<file path="src/hw/rtl/u2u8_pkg.sv">
// shared types and constants for the utf-16 to utf-8 transcoder
// no dependencies; imported by the encoder, the output buffer and the top level
package u2u8_pkg;

  localparam int MAX_BYTES = 6;
  localparam int CNT_W     = $clog2(MAX_BYTES + 1);

  localparam logic [15:0] OBJECT_CODE_RESET = 16'hFDD0;

  // up to six bytes caused by one code unit, first byte in slot 0
  typedef struct packed {
    logic [MAX_BYTES-1:0][7:0] bytes;
    logic [MAX_BYTES-1:0]      lasts;
    logic [CNT_W-1:0]          len;
  } batch_t;

endpackage

</file>
<file path="src/hw/rtl/u2u8_encode.sv">
// combinational encoder: one registered code unit plus held surrogate -> byte batch
// depends on u2u8_pkg
module u2u8_encode (
  input  logic [15:0]     unit,
  input  logic            last,
  input  logic [15:0]     held_high,
  input  logic            held_valid,
  input  logic [15:0]     object_code,
  output u2u8_pkg::batch_t batch,
  output logic [15:0]     held_high_next,
  output logic            held_valid_next
);
  import u2u8_pkg::*;

  typedef struct packed {
    logic [3:0][7:0] bytes;
    logic [3:0]      lasts;
    logic [2:0]      len;
  } run_t;

  localparam logic [7:0] MARK_B0 = 8'hEF;
  localparam logic [7:0] MARK_B1 = 8'hBF;
  localparam logic [7:0] MARK_B2 = 8'hBC;

  function automatic run_t encode_point(input logic [20:0] cp, input logic obj_hit);
    run_t r;
    r = '0;
    if (obj_hit) begin
      r.bytes[0] = MARK_B0;
      r.bytes[1] = MARK_B1;
      r.bytes[2] = MARK_B2;
      r.lasts    = 4'b0100;
      r.len      = 3'd3;
    end else if (cp <= 21'h7F) begin
      r.bytes[0] = cp[7:0];
      r.lasts    = 4'b0001;
      r.len      = 3'd1;
    end else if (cp <= 21'h7FF) begin
      r.bytes[0] = {3'b110, cp[10:6]};
      r.bytes[1] = {2'b10, cp[5:0]};
      r.lasts    = 4'b0010;
      r.len      = 3'd2;
    end else if (cp <= 21'hFFFF) begin
      r.bytes[0] = {4'b1110, cp[15:12]};
      r.bytes[1] = {2'b10, cp[11:6]};
      r.bytes[2] = {2'b10, cp[5:0]};
      r.lasts    = 4'b0100;
      r.len      = 3'd3;
    end else begin
      r.bytes[0] = {5'b11110, cp[20:18]};
      r.bytes[1] = {2'b10, cp[17:12]};
      r.bytes[2] = {2'b10, cp[11:6]};
      r.bytes[3] = {2'b10, cp[5:0]};
      r.lasts    = 4'b1000;
      r.len      = 3'd4;
    end
    return r;
  endfunction

  logic        is_high;
  logic        is_low;
  logic        paired;
  logic        hold;
  logic [20:0] pair_cp;
  run_t        flush_run;
  run_t        main_run;

  assign is_high = unit inside {[16'hD800:16'hDBFF]};
  assign is_low  = unit inside {[16'hDC00:16'hDFFF]};
  assign paired  = held_valid && is_low;
  assign hold    = is_high && !last && !paired;

  // supplementary point: 0x10000 + ten bits from each half
  assign pair_cp = 21'h10000 + {1'b0, held_high[9:0], unit[9:0]};

  assign flush_run = encode_point({5'd0, held_high}, held_high == object_code);

  always_comb begin
    if (paired) begin
      main_run = encode_point(pair_cp, 1'b0);
    end else if (hold) begin
      main_run = '0;
    end else begin
      main_run = encode_point({5'd0, unit}, unit == object_code);
    end
  end

  // a flushed surrogate is always three bytes, so the new unit starts at slot 3
  always_comb begin
    batch = '0;
    if (held_valid && !paired) begin
      batch.bytes[2:0] = flush_run.bytes[2:0];
      batch.lasts[2:0] = flush_run.lasts[2:0];
      batch.bytes[5:3] = main_run.bytes[2:0];
      batch.lasts[5:3] = main_run.lasts[2:0];
      batch.len        = CNT_W'(3) + CNT_W'(main_run.len);
    end else begin
      batch.bytes[3:0] = main_run.bytes;
      batch.lasts[3:0] = main_run.lasts;
      batch.len        = CNT_W'(main_run.len);
    end
  end

  assign held_valid_next = hold;
  assign held_high_next  = hold ? unit : 16'd0;

endmodule

</file>
<file path="src/hw/rtl/u2u8_out_buf.sv">
// result buffer: holds one batch and shifts its bytes out one word at a time
// depends on u2u8_pkg
module u2u8_out_buf (
  input  logic             clk,
  input  logic             rst,
  input  logic             load,
  input  u2u8_pkg::batch_t batch,
  output logic             free,
  output logic             out_valid,
  input  logic             out_ready,
  output logic [7:0]       out_byte,
  output logic             run_last
);
  import u2u8_pkg::*;

  logic [MAX_BYTES-1:0][7:0] bytes;
  logic [MAX_BYTES-1:0]      lasts;
  logic [CNT_W-1:0]          rem;
  logic                      take;

  assign out_valid = rem != '0;
  assign take      = out_valid && out_ready;
  // free when empty or when the last pending word leaves this cycle
  assign free      = (rem == '0) || (rem == CNT_W'(1) && out_ready);
  assign out_byte  = bytes[0];
  assign run_last  = lasts[0];

  always_ff @(posedge clk) begin
    if (rst) begin
      rem <= '0;
    end else if (load && free) begin
      rem <= batch.len;
    end else if (take) begin
      rem <= rem - CNT_W'(1);
    end
  end

  always_ff @(posedge clk) begin
    if (load && free) begin
      bytes <= batch.bytes;
      lasts <= batch.lasts;
    end else if (take) begin
      bytes <= {8'd0, bytes[MAX_BYTES-1:1]};
      lasts <= {1'b0, lasts[MAX_BYTES-1:1]};
    end
  end

endmodule

</file>
<file path="src/hw/rtl/utf16_to_utf8_with_object_marker.sv">
// utf-16 to utf-8 transcoder: top level with input register, surrogate hold and config
// depends on u2u8_pkg, u2u8_encode, u2u8_out_buf
//
// Usage:
//   Input words (code_unit, end_of_text) arrive on in_valid/in_ready; output words
//   (out_byte, run_last) leave on out_valid/out_ready, one utf-8 byte per word.
//   run_last marks the final byte of each encoded character.
//   A high surrogate (not end_of_text) is held until the next unit; a following low
//   surrogate makes a four-byte sequence, anything else flushes the held one as three bytes first.
//   A unit equal to object_code (and an unpaired surrogate equal to it) gives EF BF BC.
//   object_code (cfg_we/cfg_wdata): user writes it only with no word in flight, unchecked.
// Timing:
//   An accepted unit is registered in the input register; once the result buffer is
//   free its 0 to 6 bytes are loaded there, and the first byte is offered from it.
//   The result buffer sends one byte per cycle while out_ready is high; the next unit
//   is loaded in the cycle the last byte of the previous one is taken.
// Reset and stall:
//   rst clears the input register, the held surrogate and the buffer, and restores
//   object_code to FDD0. While out_ready is low the buffer holds its byte, the input
//   register fills, and in_ready drops.
module utf16_to_utf8_with_object_marker (
  input  logic        clk,
  input  logic        rst,
  input  logic        in_valid,
  output logic        in_ready,
  input  logic [15:0] code_unit,
  input  logic        end_of_text,
  output logic        out_valid,
  input  logic        out_ready,
  output logic [7:0]  out_byte,
  output logic        run_last,
  input  logic        cfg_we,
  input  logic [15:0] cfg_wdata
);
  import u2u8_pkg::*;

  logic        s1_valid;
  logic [15:0] s1_unit;
  logic        s1_last;
  logic [15:0] held_high;
  logic        held_valid;
  logic [15:0] held_high_next;
  logic        held_valid_next;
  logic [15:0] object_code;
  logic        buf_free;
  logic        advance;
  batch_t      batch;

  assign advance  = s1_valid && buf_free;
  assign in_ready = !s1_valid || advance;

  always_ff @(posedge clk) begin
    if (rst) begin
      s1_valid <= 1'b0;
    end else if (in_ready) begin
      s1_valid <= in_valid;
    end
  end

  always_ff @(posedge clk) begin
    if (in_valid && in_ready) begin
      s1_unit <= code_unit;
      s1_last <= end_of_text;
    end
  end

  always_ff @(posedge clk) begin
    if (rst) begin
      held_valid <= 1'b0;
      held_high  <= 16'd0;
    end else if (advance) begin
      held_valid <= held_valid_next;
      held_high  <= held_high_next;
    end
  end

  always_ff @(posedge clk) begin
    if (rst) begin
      object_code <= OBJECT_CODE_RESET;
    end else if (cfg_we) begin
      object_code <= cfg_wdata;
    end
  end

  u2u8_encode u_encode (
    .unit            (s1_unit),
    .last            (s1_last),
    .held_high       (held_high),
    .held_valid      (held_valid),
    .object_code     (object_code),
    .batch           (batch),
    .held_high_next  (held_high_next),
    .held_valid_next (held_valid_next)
  );

  u2u8_out_buf u_out_buf (
    .clk       (clk),
    .rst       (rst),
    .load      (advance),
    .batch     (batch),
    .free      (buf_free),
    .out_valid (out_valid),
    .out_ready (out_ready),
    .out_byte  (out_byte),
    .run_last  (run_last)
  );

endmodule

</file>
<file path="config.mk">
export PLATFORM = sky130hd
export DESIGN_NAME = utf16_to_utf8_with_object_marker
export DESIGN_NICKNAME = d
export VERILOG_FILES = /design/src/hw/rtl/u2u8_pkg.sv /design/src/hw/rtl/u2u8_encode.sv /design/src/hw/rtl/u2u8_out_buf.sv /design/src/hw/rtl/utf16_to_utf8_with_object_marker.sv
export SDC_FILE = /design/constraint.sdc
export NUM_CORES = 1
export LEC_CHECK = 0
export ABC_AREA = 0
export BUFFER_PORTS_ARGS = -buffer_cell sky130_fd_sc_hd__buf_2
export CAP_MARGIN = 10
export CORE_MARGIN = 3
export CORE_UTILIZATION = 35
export CTS_BUF_LIST = sky130_fd_sc_hd__clkbuf_4 sky130_fd_sc_hd__clkbuf_8
export CTS_CLUSTER_DIAMETER = 60
export CTS_CLUSTER_SIZE = 40
export DETAILED_ROUTE_END_ITERATION = 8
export PLACE_DENSITY = 0.55
export RECOVER_POWER = 100
export SLEW_MARGIN = 10
export SYNTH_ARGS = -nofsm -noshare
export SYNTH_HDL_FRONTEND = slang
export SYNTH_HIERARCHICAL = 1
export SYNTH_SLANG_ARGS = --single-unit
</file>
<file path="constraint.sdc">
create_clock -name clk -period 7.05 [get_ports clk]
set_clock_uncertainty 0.1 [all_clocks]
set_input_delay 2.115 -clock clk [delete_from_list [all_inputs] [get_ports clk]]
set_output_delay 2.115 -clock clk [all_outputs]
set_load 0.05 [all_outputs]
</file>
# Yosys cells after proc, flatten, opt, wreduce, memory -nomap -nowiden

Index checks and enable logic that the tools add are counted.

Register bits after elaboration: 108
Latch bits: 0
Memory bits (writable): 0
Bits in read-only memories: 0
Input port bits: 38
Output and inout port bits: 11
Memories kept: 0

Add/sub/neg operators: 3
Multipliers: 0
Div/mod/pow operators: 0
Order comparisons: 11
Equal/unequal tests: 3
Shift-type cells: 0
Multiplexer cells: 33
Bitwise operators: 0
Reduce and logical (&&, ||, !) cells: 19

Operators with widths:

| kind                     | count |
|---|---|
| $mux W31                 | 5 |
| $mux W48                 | 2 |
| $mux W39                 | 2 |
| $mux W16                 | 4 |
| $mux W24                 | 2 |
| $mux W23                 | 2 |
| $mux W15                 | 3 |
| $eq A16 B16 Y1           | 2 |
| $ge A16 B16 Y1 const B   | 2 |
| $le A16 B11 Y1 const B   | 2 |
| $le A16 B16 Y1 const B   | 2 |
| $le A16 B7 Y1 const B    | 2 |
| $mux W32                 | 1 |
| $mux W8                  | 4 |
| $mux W29                 | 1 |
| $add A17 B20 Y21 const A | 1 |
| $le A21 B11 Y1 const B   | 1 |
| $le A21 B16 Y1 const B   | 1 |
| $le A21 B7 Y1 const B    | 1 |
| $mux W21                 | 1 |
| $mux W6                  | 2 |
| $logic_and A1 B1 Y1      | 11 |
| $mux W7                  | 1 |
| $mux W3                  | 2 |
| 9 further kinds          | 12 |

# Longest topological paths before layout

Gate-level depths: netlist (run 1).

Word-level depth: 10
Mapped depth: 14
Gate-level depth less buffers: 12

# Hierarchy

Netlist (run 1), hierarchy kept.

By module, submodules not included:

| module                           | instances | cells each | area an instance (um^2) | sequential area each (um^2) |
|---|---|---|---|---|
| u2u8_out_buf                     | 1         | 159        | 2796.4                  | 1681.6 |
| u2u8_encode                      | 1         | 379        | 2334.7                  | 0.0 |
| utf16_to_utf8_with_object_marker | 1         | 153        | 1929.4                  | 1191.1 |

# Worst setup path after synthesis (run 1)

No wires, ideal clock.

Path type: input port to output port
Start point: input out_ready
End point: output in_ready
Arrival: 2.955 ns
Required time: 4.835 ns
Path slack: 1.880 ns
Cell stages on the path: 4
Path through: a21oi_4 nor2_1 buf_4 nand2b_1

Longest elaborated chain between the ends: 4

Ends and longest elaborated chain:

| what                | RTL line                               | text |
|---|---|---|
| start, declared     | utf16_to_utf8_with_object_marker.sv:29 | `input logic out_ready,` |
| $logic_and A1 B1 Y1 | u2u8_out_buf.sv:24                     | `assign free = (rem == '0) \|\| (rem == CNT_W'(1) && out_ready);` |
| $logic_or A1 B1 Y1  | u2u8_out_buf.sv:24                     |  |
| named net buf_free  | utf16_to_utf8_with_object_marker.sv:45 | `logic buf_free;` |
| $logic_and A1 B1 Y1 | utf16_to_utf8_with_object_marker.sv:49 | `assign advance = s1_valid && buf_free;` |
| $logic_or A1 B1 Y1  | utf16_to_utf8_with_object_marker.sv:50 | `assign in_ready = !s1_valid \|\| advance;` |
| end, declared       | utf16_to_utf8_with_object_marker.sv:25 | `output logic in_ready,` |

The timed path passes the listed nets, and every way through them passes these cells.

# Final worst setup path (run 1)

Same ends and word-level chain as after synthesis.

==> results of run 1 <==
[metal layers]
| layer | track usage (%) | vias up |
|---|---|---|
| met3 | 3.46 | 50 |
| li1 | - | 2539 |
| met5 | 0 | - |
| met2 | 29.8 | 247 |
| met1 | 25.7 | 2647 |
| met4 | 8.18 | 0 |
[power by group through the flow]
| stage | clock network [µW] | logic, µW | registers [µW] |
|---|---|---|---|
| global placement | 0 | 752 | 1020 |
| global route | 433 | 706 | 1020 |
| floorplan | 0 | 705 | 982 |
| detailed placement | 0 | 774 | 1020 |
| CTS | 410 | 775 | 1010 |
| finish | 398 | 641 | 1010 |
[layout make-up]
class	count	area, µm²
tap	265	332
inverter	19	71.3
fill	2080	12400
timing repair buffer	55	270
sequential	108	2870
clock buffer	11	145
multi-input combinational	500	3490
clock inverter	5	55.1
[metrics by stage]
| stage | cells | total power (µW) |
|---|---|---|
| 2_1_floorplan | 696 | 1690 |
| 3_3_place_gp | 947 | 1770 |
| 3_5_place_dp | 947 | 1800 |
| 4_1_cts | 963 | 2190 |
| 5_1_grt | 963 | 2160 |
| 6_report | 963 | 2040 |
[worst reg2reg max path, cell delays in order (launching register included)]
cell	delay, ns
sky130_fd_sc_hd__dfxtp_1	0.36
sky130_fd_sc_hd__inv_1	0.12
sky130_fd_sc_hd__ha_1	0.28
sky130_fd_sc_hd__a21oi_1	0.19
sky130_fd_sc_hd__nor2_1	0.26
sky130_fd_sc_hd__clkbuf_1	1.06
sky130_fd_sc_hd__and2_0	0.39
sky130_fd_sc_hd__nand3b_1	0.19
sky130_fd_sc_hd__o21a_1	0.18
sky130_fd_sc_hd__clkinv_1	0.05
sky130_fd_sc_hd__clkbuf_2	0.99
[cell usage after synthesis, types with 6 or more instances]
cell type / n
sky130_fd_sc_hd__and2b_2: 7
sky130_fd_sc_hd__buf_4: 18
sky130_fd_sc_hd__clkbuf_1: 14
sky130_fd_sc_hd__edfxtp_1: 71
sky130_fd_sc_hd__dfxtp_1: 37
sky130_fd_sc_hd__nand2_1: 39
sky130_fd_sc_hd__nand4_1: 7
sky130_fd_sc_hd__and3_1: 21
sky130_fd_sc_hd__nor2b_1: 7
sky130_fd_sc_hd__xor2_1: 17
sky130_fd_sc_hd__o21ai_0: 23
sky130_fd_sc_hd__mux2i_1: 8
sky130_fd_sc_hd__mux2_4: 40
sky130_fd_sc_hd__nor4_1: 7
sky130_fd_sc_hd__inv_1: 19
sky130_fd_sc_hd__a21bo_2: 16
sky130_fd_sc_hd__nand2b_1: 7
sky130_fd_sc_hd__a221oi_1: 10
sky130_fd_sc_hd__buf_2: 27
sky130_fd_sc_hd__and2_1: 8
sky130_fd_sc_hd__a22o_1: 6
sky130_fd_sc_hd__a21oi_1: 56
sky130_fd_sc_hd__a211oi_1: 8
sky130_fd_sc_hd__a211o_2: 8
sky130_fd_sc_hd__xnor2_1: 17
sky130_fd_sc_hd__ha_1: 7
sky130_fd_sc_hd__nor3_1: 12
sky130_fd_sc_hd__nor2_1: 51
sky130_fd_sc_hd__a31oi_1: 8
sky130_fd_sc_hd__nand3_1: 25
[state kept, by name, indices dropped and copies added, names as in the netlist]
signal              flops
u_out_buf/bytes        40
held_high              16
object_code            16
s1_unit                16
u_out_buf/out_byte      8
u_out_buf/lasts         6
u_out_buf/rem           3
held_valid              1
s1_last                 1
s1_valid                1
[path summary, 6_finish.rpt]
check / startpoint / slack (ns) / to
max: out_ready / 1.20 / in_ready
min: u_out_buf/rem[1] / 0.43 / u_out_buf/rem[1]
max reg2reg: u_out_buf/rem[0] / 2.46 / u_out_buf/out_byte[3]
min reg2reg: u_out_buf/rem[1] / 0.43 / u_out_buf/rem[1]
[logic make-up (layout without fill, tap and decap cells)]
group           count (synthesis)  in the layout
xor+xnor                       34             34
simple gates                  216            216
mux                            54             54
flops                         108            108
fa+ha+maj                       7              7
buf+inv                        88             90
compound gates                183            183
other cells                     1              6
[placed cells by master (no fill, tap or decap), drive strengths merged, types with 3 or more instances in the layout]
cell type	synthesis	layout
nor3	12	12
nand4	8	8
and2b	8	8
nand2	39	39
nand3	25	25
ha	7	7
edfxtp	71	71
mux2	46	46
and3	21	21
a21oi	57	57
a221oi	10	10
or2	4	4
a31oi	8	8
a22o	6	6
a211oi	8	8
buf	55	40
xor2	17	17
o2111ai	4	4
conb	1	6
inv	19	20
a21bo	17	17
xnor2	17	17
mux2i	8	8
a221o	4	4
clkbuf	14	26
or4	3	3
a211o	12	12
a21o	3	3
a22oi	3	3
dfxtp	37	37
nand2b	8	8
nor2	55	55
nor4	10	10
o21ai	26	26
and2	8	8
nor2b	7	7
==> summary.md, run 1 <==
| Metric | Value |
|---|---|
| Die width | 148 µm |
| Number of storage elements in the synthesis netlist | 108 |
| Endpoints failing setup | 0 |
| Final instance area | 0.00724 mm² |
| Met2 WL post-DR | 9460 µm |
| Largest family of logic cells by synthesized area | compound AO/OA/AOI/OAI gates |
| DRT antenna net count | 0 |
| Overall via count from detail_route | 5483 |
| Die Footprint | 0.0219 mm² |
| Number of distinct library cells after synthesis | 77 |
| Post-synthesis sequential area ratio | 40.7% |
| Warnings from Yosys | 6 |
| Part of the power in registers | 49.2% |
| Critical-path top delay cell | sky130_fd_sc_hd__a21oi_1 |
| Wire length on met1 | 9220 µm |
| Yosys top cell area share | 30.2% |
| Fmax achieved | 171 MHz |
| Hold buffer count at cts | 0 |
| Utilization after layout | 36.8% |
| Main synth FF type | sky130_fd_sc_hd__edfxtp_1 |
| Starting density of the core | 35.9% |
| Count of cells along the worst register-to-register path | 10 |
| EDFF count, synth | 71 |
| Critical path endpoint category | output port |
| Yosys top cell by area | sky130_fd_sc_hd__edfxtp_1 |
| Biggest fanout along the worst timing path | 6 |
| Arrival time of data at the critical path endpoint | 3.63 ns |
| Buffers plus inverters on the worst setup path | 2 |
| Min Clock Period, post-route | 5.85 ns |
| Drt total wl | 20900 µm |
| RSZ-0062 raised after global routing | no |
| Max-slew headroom at the worst pin | 5.19% |
| Placed wire-length estimate | 14600 µm |
| Largest net degree at the start of global routing | 55 |
| Violation count after the first detailed-routing iteration | 676 |
| Mux cell area share after synthesis | 10.6% |
| Pwr per Cell Area | 283 mW/mm² |
| Instance count of the mapped netlist | 691 |
| Part of the total power dissipated in combinational logic | 31.3% |
| Weighted congestion reported at the end of routability-driven placement | 0.951 |
| N_diodes | 0 |
| Top routing layer in use | met4 |
| Routed WL per cell | 21.7 µm |
| # rows | 51 |
| Count of instances resized after the clock tree is built | 0 |
| Critical path data required time | 4.84 ns |
| TritonCTS clock tree | yes |
| Worst Hold Class | reg2reg |
| Count of buffers inserted at the top-level ports | 48 |
| Relative area change from synthesis to final layout | 2.50% |
| Post-detailed-placement cell area | 0.00723 mm² |
| DR pass1 iterations | 5 |
| Worst slack at placement | 1.73 ns |
| Total congestion overflow after global routing | 0 |
| Compound-Gate Fraction of Synth Area | 18.7% |
| Post-Synthesis Cell Area | 0.00706 mm² |
| Core area | 0.0197 mm² |
| Cells along the critical path | clkbuf_1, a21oi_1, nor2_1, nand2b_1, clkbuf_1 |
| Number of hold violations in the final report | 0 |
| Number of pins exceeding their max-slew limit in the final report | 0 |
| Post-synthesis adder-cell area fraction | 1.24% |
| Number of maximum-capacitance violations | 0 |
| Met3 wire length | 1510 µm |
| Worst-margin pin slew | 1.42 ns |
| Clock Sink Count | 108 |
| Fraction of final layout cells sized beyond drive strength 1 | 14.9% |
| Detail-routed via count per cell | 5.69 |
| Sw Pwr | 756 µW |
| Worst path top cell family by delay | compound AO/OA/AOI/OAI gates |
| Clock root buffer | sky130_fd_sc_hd__clkbuf_8 |
| Peak ir drop on the vdd network | 0.000210 V |
| CTS clock-pin slew for the worst setup and hold paths | 0.11 ns |
| Top cells by area in the synthesized netlist | sky130_fd_sc_hd__edfxtp_1 (30%), sky130_fd_sc_hd__dfxtp_1 (10%), sky130_fd_sc_hd__mux2_4 (8.5%) |
| Htree depth | 3 |
| Switching fraction of total power | 37.0% |
| Number of ports placed on the die boundary | 49 |
| GRT Util Overall | 19.0% |
| Critical Path Start Type | primary input |
| Clock buffer count from CTS | 9 |
| Setup total negative slack | 0 ns |
| Syn_area_per_cell | 10.2 µm² |
| Stages on worst setup path | 5 |
| Cell internal pwr | 1290 µW |
| Global-route wire length before repair | 32100 µm |
| Final period utilization | 83.0% |
| Vert. Die Dim | 148 µm |
| Slowest stage delay, CP | 0.58 ns |
| Kind of critical path | in2out |
| Part of the total power dissipated in the clock network | 19.5% |
| DRC | 0 |
| Worst hold path depth | 2 |
| Post-synthesis xor/xnor area fraction | 4.22% |
| Number of nets in the layout | 738 |
| Initial antenna violation count | 0 |
| Final worst setup slack | 1.20 ns |
| Clock latency at the later pin of the worst-skew pair | 0.40 ns |
| Via count of the first global-routing pass | 5451 |
| Clock buffer depth | 2 |
| Status | finished clean |
| Synth Area in Simple Gates | 16.7% |
| Buffers inserted during post-CTS setup optimization | 0 |
| Share of synthesized registers carrying an async set or reset | 0% |
| Cell with the most instances on the worst path | sky130_fd_sc_hd__clkbuf_1 |
| Leak Pwr | 0.00268 µW |
| Hold Slack | 0.430 ns |
Note: power is estimated with default switching activity, not from simulation.
==> inputs of run 2 (changes only) <==
- ABC_AREA: 0 -> 1
- PLACE_DENSITY: 0.55 -> 0.57
- clock period: 7.05 -> 5.3 ns (I/O delays scaled with it)
==> run 2 against run 1 <==
  * Register-to-register slack worse by 0.72 ns
  * Setup slack got worse by 0.14 ns
  * Non-clock buffer count is 1 lower
  * Synthesized cell count is 47% higher
  * Total power up 77%
  * Global-route usage shrank 1.0 points
  * Flip-flop and latch count unchanged
  * Combinational power grew 150%
  * Final cell count increased by 34%
  * Die area increased by 3.2%
  * Utilization increased by 0.57 points
  * Critical path type unchanged
==> summary.md, run 2 <==
| Metric | Value |
|---|---|
| Peak ir drop on the vdd network | 0.000227 V |
| Number of storage elements in the synthesis netlist | 108 |
| # rows | 52 |
| Fraction of final layout cells sized beyond drive strength 1 | 10.3% |
| Clock latency at the later pin of the worst-skew pair | 0.39 ns |
| Clock root buffer | sky130_fd_sc_hd__clkbuf_8 |
| Worst Hold Class | reg2reg |
| Clock buffer depth | 2 |
| Post-synthesis adder-cell area fraction | 1.20% |
| DRC | 0 |
| Overall via count from detail_route | 6303 |
| Final instance area | 0.00761 mm² |
| Mux cell area share after synthesis | 0% |
| Worst-margin pin slew | 1.15 ns |
| Drt total wl | 20000 µm |
| Register-to-Register Setup Slack | 1.74 ns |
| EDFF count, synth | 71 |
| Pwr per Cell Area | 475 mW/mm² |
| Reg area | 0.00287 mm² |
| Critical path data required time | 3.61 ns |
| Number of pins exceeding their max-slew limit in the final report | 0 |
| GRT Util Overall | 18.0% |
| Synth Area in Simple Gates | 36.0% |
| Vert. Die Dim | 150 µm |
| Initial antenna violation count | 0 |
| Die width | 150 µm |
| Worst R2R End | u_out_buf/bytes[20] |
| Largest net degree at the start of global routing | 58 |
| Core area | 0.0204 mm² |
| Number of maximum-capacitance violations | 0 |
| Count of cells along the worst register-to-register path | 9 |
| Area of the multi-input gates | 0.00352 mm² |
| Clock Sink Count | 108 |
| Clock buffer count from CTS | 9 |
| Worst hold path depth | 2 |
| Number of distinct library cells after synthesis | 39 |
| Post-detailed-placement cell area | 0.00745 mm² |
| N_diodes | 0 |
| Setup total negative slack | 0 ns |
| TritonCTS clock tree | yes |
| Arrival time of data at the critical path endpoint | 2.54 ns |
| Commonest cells after routing, fill and taps aside | sky130_fd_sc_hd__nand2_1 (350), sky130_fd_sc_hd__nor2_1 (102), sky130_fd_sc_hd__inv_1 (98), sky130_fd_sc_hd__nand3_1 (95), sky130_fd_sc_hd__edfxtp_1 (71) |
| Buffers inserted during post-CTS setup optimization | 0 |
| Violation count after the first detailed-routing iteration | 512 |
| Leak Pwr | 0.00363 µW |
| Status | finished clean |
| Number of flip-flops in the largest register | 40 |
| Warnings from Yosys | 6 |
| Most common cell after layout, fill and taps aside | sky130_fd_sc_hd__nand2_1 |
| Starting density of the core | 35.8% |
| Min Clock Period, post-route | 4.23 ns |
| Fmax achieved | 236 MHz |
| Compound-Gate Fraction of Synth Area | 6.91% |
| Reg-to-Reg Start | u_out_buf/rem[0] |
| Largest family of logic cells by synthesized area | simple AND/OR/NAND/NOR gates |
| DRT antenna net count | 0 |
| Post-synthesis xor/xnor area fraction | 3.96% |
| Hold Slack | 0.416 ns |
| Total congestion overflow after global routing | 0 |
| Final period utilization | 79.9% |
| Global-route wire length before repair | 31900 µm |
| Die Footprint | 0.0226 mm² |
| Relative area change from synthesis to final layout | 4.34% |
| Beginning of the worst hold path | object_code[6] |
| Layout filler cell count | 2196 |
| DR pass1 iterations | 7 |
| Hold buffer count at cts | 0 |
| Most instantiated cells after synthesis | sky130_fd_sc_hd__nand2_1 (348), sky130_fd_sc_hd__nor2_1 (102), sky130_fd_sc_hd__inv_1 (98), sky130_fd_sc_hd__nand3_1 (95), sky130_fd_sc_hd__edfxtp_1 (71) |
| Instance count of the mapped netlist | 1018 |
| Main synth FF type | sky130_fd_sc_hd__edfxtp_1 |
| Top cells by area in the synthesized netlist | sky130_fd_sc_hd__edfxtp_1 (29%), sky130_fd_sc_hd__nand2_1 (18%), sky130_fd_sc_hd__dfxtp_1 (10%) |
| Number of hold violations in the final report | 0 |
| Critical Path Start Type | primary input |
| End point of the most critical hold path | object_code[6] |
| Count of buffers inserted at the top-level ports | 48 |
| Syn_area_per_cell | 7.17 µm² |
| Kind of critical path | in2out |
| Post-Synthesis Cell Area | 0.00730 mm² |
| Yosys top cell area share | 29.2% |
| Htree depth | 3 |
| Count of instances resized after the clock tree is built | 0 |
| Endpoints failing setup | 0 |
| RSZ-0062 raised after global routing | no |
| Share of synthesized registers carrying an async set or reset | 0% |
| Top reg by flops | u_out_buf/bytes |
| Yosys top cell by area | sky130_fd_sc_hd__edfxtp_1 |
| Max-slew headroom at the worst pin | 22.9% |
| Routed WL per cell | 15.5 µm |
| Post-synthesis sequential area ratio | 39.4% |
| Placed wire-length estimate | 14400 µm |
| Count leader, synth | sky130_fd_sc_hd__nand2_1 |
| Biggest fanout along the worst timing path | 3 |
| CTS clock-pin slew for the worst setup and hold paths | 0.11 ns |
| Critical path endpoint category | output port |
| Detail-routed via count per cell | 4.87 |
| Weighted congestion reported at the end of routability-driven placement | 0.932 |
| Number of nets in the layout | 1064 |
| Via count of the first global-routing pass | 5814 |
| Number of ports placed on the die boundary | 49 |
==> run 2: cell types whose count changed after synthesis, moves of 12 or more <==
cell	delta
sky130_fd_sc_hd__nand2_2	+12
sky130_fd_sc_hd__nand4_1	+15
sky130_fd_sc_hd__nor2_1	+51
sky130_fd_sc_hd__a21bo_2	-16
sky130_fd_sc_hd__inv_1	+79
sky130_fd_sc_hd__o21ai_1	+13
sky130_fd_sc_hd__a21oi_1	-38
sky130_fd_sc_hd__xnor2_1	+16
sky130_fd_sc_hd__xor2_1	-17
sky130_fd_sc_hd__nand3_1	+70
sky130_fd_sc_hd__and3_1	-21
sky130_fd_sc_hd__nand2_1	+309
sky130_fd_sc_hd__mux2_4	-40
==> run 2: stage by stage <==
stage,std cells,util (%),total power (µW),worst slack [ns]
floorplan,1023,-,2820,1.09
global placement,1278,36.6,3120,1.31
detailed placement,1278,36.6,3140,1.31
CTS,1294,37.6,3660,1.30
global route,1294,37.4,3910,0.786
finish,1294,37.4,3620,1.07
==> run 2: where the power goes <==
part / internal (µW) / leakage [µW] / switching (µW)
clock network: 223 / 0.000105 / 302
registers: 1310 / 0.000988 / 210
logic: 441 / 0.00254 / 1140
total: 1970 / 0.00363 / 1650
==> run 2: how the worst max path moves through the flow <==
stage / cells after the start / to / from / slack [ns]
after floorplan: 8 / u_out_buf/bytes[10] / out_ready / 1.09
after global placement: 6 / in_ready / out_ready / 1.31
after detailed placement: 6 / in_ready / out_ready / 1.31
after CTS: 6 / in_ready / out_ready / 1.30
after global routing: 8 / u_out_buf/bytes[20] / out_ready / 0.79
final: 6 / in_ready / out_ready / 1.07
==> run 2: cells by family (layout without fill, tap and decap cells) <==
logic type      Yosys count  after routing
other cells               1              6
xor+xnor                 33             33
simple gates            605            605
compound gates           87             87
buf+inv                 177            178
fa+ha+maj                 7              7
flops                   108            108
==> run 2: routing by layer <==
layer	vias up	wire (µm)	global-route usage [%]
li1	3227	-	-
met1	2862	9880	26.4
met2	186	8880	27.5
met3	28	950	2.89
met4	0	334	4.76
met5	-	0	0
==> run 2: critical path, stage by stage <==
cell and delay, ns:
sky130_fd_sc_hd__clkbuf_1 0.11, sky130_fd_sc_hd__nand3_2 0.08, sky130_fd_sc_hd__nand2_1 0.13, sky130_fd_sc_hd__inv_1 0.07, sky130_fd_sc_hd__nand2_1 0.09, sky130_fd_sc_hd__clkbuf_1 0.48
==> run 2: layout make-up <==
type | instances | share of cell area [%]
sequential | 108 | 37.7
inverter | 108 | 5.36
tap | 270 | 4.44
timing repair buffer | 54 | 3.65
multi-input combinational | 738 | 46.3
clock inverter | 7 | 0.953
clock buffer | 9 | 1.63
==> inputs of run 3 (changes only) <==
- PLACE_DENSITY: 0.57 -> 0.55
- clock period: 5.3 -> 4.3 ns (I/O delays scaled with it)
==> run 3 against run 2 <==
  * Design area is 0.49% higher
  * Via count is 0.56% higher
  * Total power is 26% higher
  * Die area stayed put
  * Setup slack lost 0.41 ns
  * Global-route usage up 0.35 points
  * Sequential share of layout area shrank 0.19 points
  * Flip-flop and latch count did not move
  * Register-to-register slack worse by 1.1 ns
==> summary.md, run 3 (synthesized netlist as in run 2, its figures left out) <==
| Metric | Value |
|---|---|
| Post-detailed-placement cell area | 0.00747 mm² |
| Biggest fanout along the worst timing path | 21 |
| N_diodes | 0 |
| Register-to-Register Setup Slack | 0.65 ns |
| Tot Pwr | 4550 µW |
| Critical Path Start Type | flop |
| End point of the most critical hold path | u_out_buf/bytes[26] |
| Beginning of the worst hold path | u_out_buf/bytes[34] |
| Critical Path Source | held_high[7] |
| Reg area | 0.00287 mm² |
| Critical path endpoint category | flop |
| Worst R2R End | u_out_buf/out_byte[0] |
| DR pass1 iterations | 7 |
| Cell with the most instances on the worst path | sky130_fd_sc_hd__nand2_1 |
| Final instance area | 0.00765 mm² |
| Number of maximum-capacitance violations | 0 |
| Clock Sink Count | 108 |
| CTS clock-pin slew for the worst setup and hold paths | 0.11 ns |
| Worst Hold Class | reg2reg |
| Via count of the first global-routing pass | 5870 |
| Worst hold path depth | 2 |
| Min Clock Period, post-route | 3.65 ns |
| Final period utilization | 84.9% |
| Top reg by flops | u_out_buf/bytes |
| Violation count after the first detailed-routing iteration | 471 |
| DRC | 0 |
| Worst path top cell family by delay | simple AND/OR/NAND/NOR gates |
| Critical path data required time | 4.38 ns |
| Htree depth | 3 |
| TritonCTS clock tree | yes |
| Fmax achieved | 274 MHz |
| Slowest stage delay, CP | 0.61 ns |
| Clock latency at the later pin of the worst-skew pair | 0.40 ns |
| Relative area change from synthesis to final layout | 4.85% |
| Count of buffers inserted at the top-level ports | 48 |
| Placed wire-length estimate | 14500 µm |
| Detail-routed via count per cell | 4.89 |
| Largest net degree at the start of global routing | 58 |
| Number of nets in the layout | 1066 |
| Cells along the critical path | inv_1, ha_1, nand2_1, inv_1, nand2_1, inv_1, nand3_1, nand2_1, nand2_1, inv_1, nand2_1, nand3_1, nand2_1, nand2_1, nand2_1, nand2_1, nand3_1, nand2_1 |
| Reg-to-Reg Start | held_high[7] |
| Max-slew headroom at the worst pin | 28.5% |
| Vert. Die Dim | 150 µm |
| Number of hold violations in the final report | 0 |
| Overall via count from detail_route | 6338 |
| Weighted congestion reported at the end of routability-driven placement | 0.932 |
| Critical-path top delay cell | sky130_fd_sc_hd__dfxtp_1 |
| Commonest cells after routing, fill and taps aside | sky130_fd_sc_hd__nand2_1 (352), sky130_fd_sc_hd__nor2_1 (102), sky130_fd_sc_hd__inv_1 (99), sky130_fd_sc_hd__nand3_1 (96), sky130_fd_sc_hd__edfxtp_1 (71) |
| Most common cell after layout, fill and taps aside | sky130_fd_sc_hd__nand2_1 |
| Fraction of final layout cells sized beyond drive strength 1 | 9.94% |
| Starting density of the core | 35.8% |
| Peak ir drop on the vdd network | 0.000300 V |
| Clock root buffer | sky130_fd_sc_hd__clkbuf_8 |
| Kind of critical path | reg2reg |
| Count of cells along the worst register-to-register path | 18 |
| Initial antenna violation count | 0 |
| Die width | 150 µm |
| Setup total negative slack | 0 ns |
| Number of pins exceeding their max-slew limit in the final report | 0 |
| Number of flip-flops in the largest register | 40 |
| GRT Util Overall | 18.3% |
| Clock buffer count from CTS | 9 |
| RSZ-0062 raised after global routing | no |
| Area of the multi-input gates | 0.00351 mm² |
| Status | finished clean |
| # rows | 52 |
| DRT antenna net count | 0 |
| Global-route wire length before repair | 32300 µm |
| Hold buffer count at cts | 0 |
| Leak Pwr | 0.00365 µW |
| Worst-margin pin slew | 1.07 ns |
| Number of ports placed on the die boundary | 49 |
| Core area | 0.0204 mm² |
| Buffers plus inverters on the worst setup path | 4 |
| Count of instances resized after the clock tree is built | 0 |
| Layout filler cell count | 2194 |
| Arrival time of data at the critical path endpoint | 3.72 ns |
| Die Footprint | 0.0226 mm² |
| Pwr per Cell Area | 595 mW/mm² |
| Drt total wl | 20200 µm |
| Clock buffer depth | 2 |
| Routed WL per cell | 15.6 µm |
| Buffers inserted during post-CTS setup optimization | 0 |
| Total congestion overflow after global routing | 0 |
| Endpoints failing setup | 0 |
run 3: layer usage:
| metal | GRT usage [%] | vias to the layer above | share of wire [%] |
|---|---|---|---|
| met3 | 3.13 | 26 | 5.8 |
| met2 | 27.9 | 212 | 44 |
| met4 | 6.82 | 0 | 2.4 |
| met1 | 26.1 | 2873 | 47 |
| met5 | 0 | - | 0 |
| li1 | - | 3227 | - |
run 3: metrics by stage:
stage	util (%)	std cells	setup slack, ns	hold WS (ns)
5_1_grt	37.6	1296	0.344	0.441
3_3_place_gp	36.7	1280	0.919	0.389
4_1_cts	37.8	1296	0.919	0.411
3_5_place_dp	36.7	1280	0.924	0.399
6_report	37.6	1296	0.651	0.413
2_1_floorplan	-	1023	0.390	0.382
run 3: worst max-delay path by stage:
stage                            endpoint  slack, ns  cells past startpoint
floorplan             u_out_buf/bytes[10]       0.39                      8
global placement                 in_ready       0.92                      6
detailed placement               in_ready       0.92                      6
CTS                              in_ready       0.92                      6
global route          u_out_buf/bytes[16]       0.34                     15
finish              u_out_buf/out_byte[0]       0.65                     18
run 3: report_power, final:
part / leakage, µW / internal (µW) / switching (µW)
clock network: 0.000121 / 376 / 369
registers: 0.000988 / 1610 / 262
logic: 0.00254 / 541 / 1390
run 3: area by class of cell:
cell class / count / share of cell area [%]
multi-input combinational: 738 / 45.9
sequential: 108 / 37.5
inverter: 108 / 5.33
tap: 270 / 4.41
timing repair buffer: 56 / 3.74
clock buffer: 13 / 2.17
clock inverter: 3 / 0.899
run 3: worst reg2reg max path, cell delays in order (launching register included):
cell,delay [ns]
sky130_fd_sc_hd__dfxtp_1,0.61
sky130_fd_sc_hd__inv_1,0.12
sky130_fd_sc_hd__ha_1,0.31
sky130_fd_sc_hd__nand2_1,0.06
sky130_fd_sc_hd__inv_1,0.04
sky130_fd_sc_hd__nand2_1,0.07
sky130_fd_sc_hd__inv_1,0.05
sky130_fd_sc_hd__nand3_1,0.13
sky130_fd_sc_hd__nand2_1,0.09
sky130_fd_sc_hd__nand2_1,0.60
sky130_fd_sc_hd__inv_1,0.41
sky130_fd_sc_hd__nand2_1,0.17
sky130_fd_sc_hd__nand3_1,0.09
sky130_fd_sc_hd__nand2_1,0.11
sky130_fd_sc_hd__nand2_1,0.12
sky130_fd_sc_hd__nand2_1,0.09
sky130_fd_sc_hd__nand2_1,0.08
sky130_fd_sc_hd__nand3_1,0.10
sky130_fd_sc_hd__nand2_1,0.07
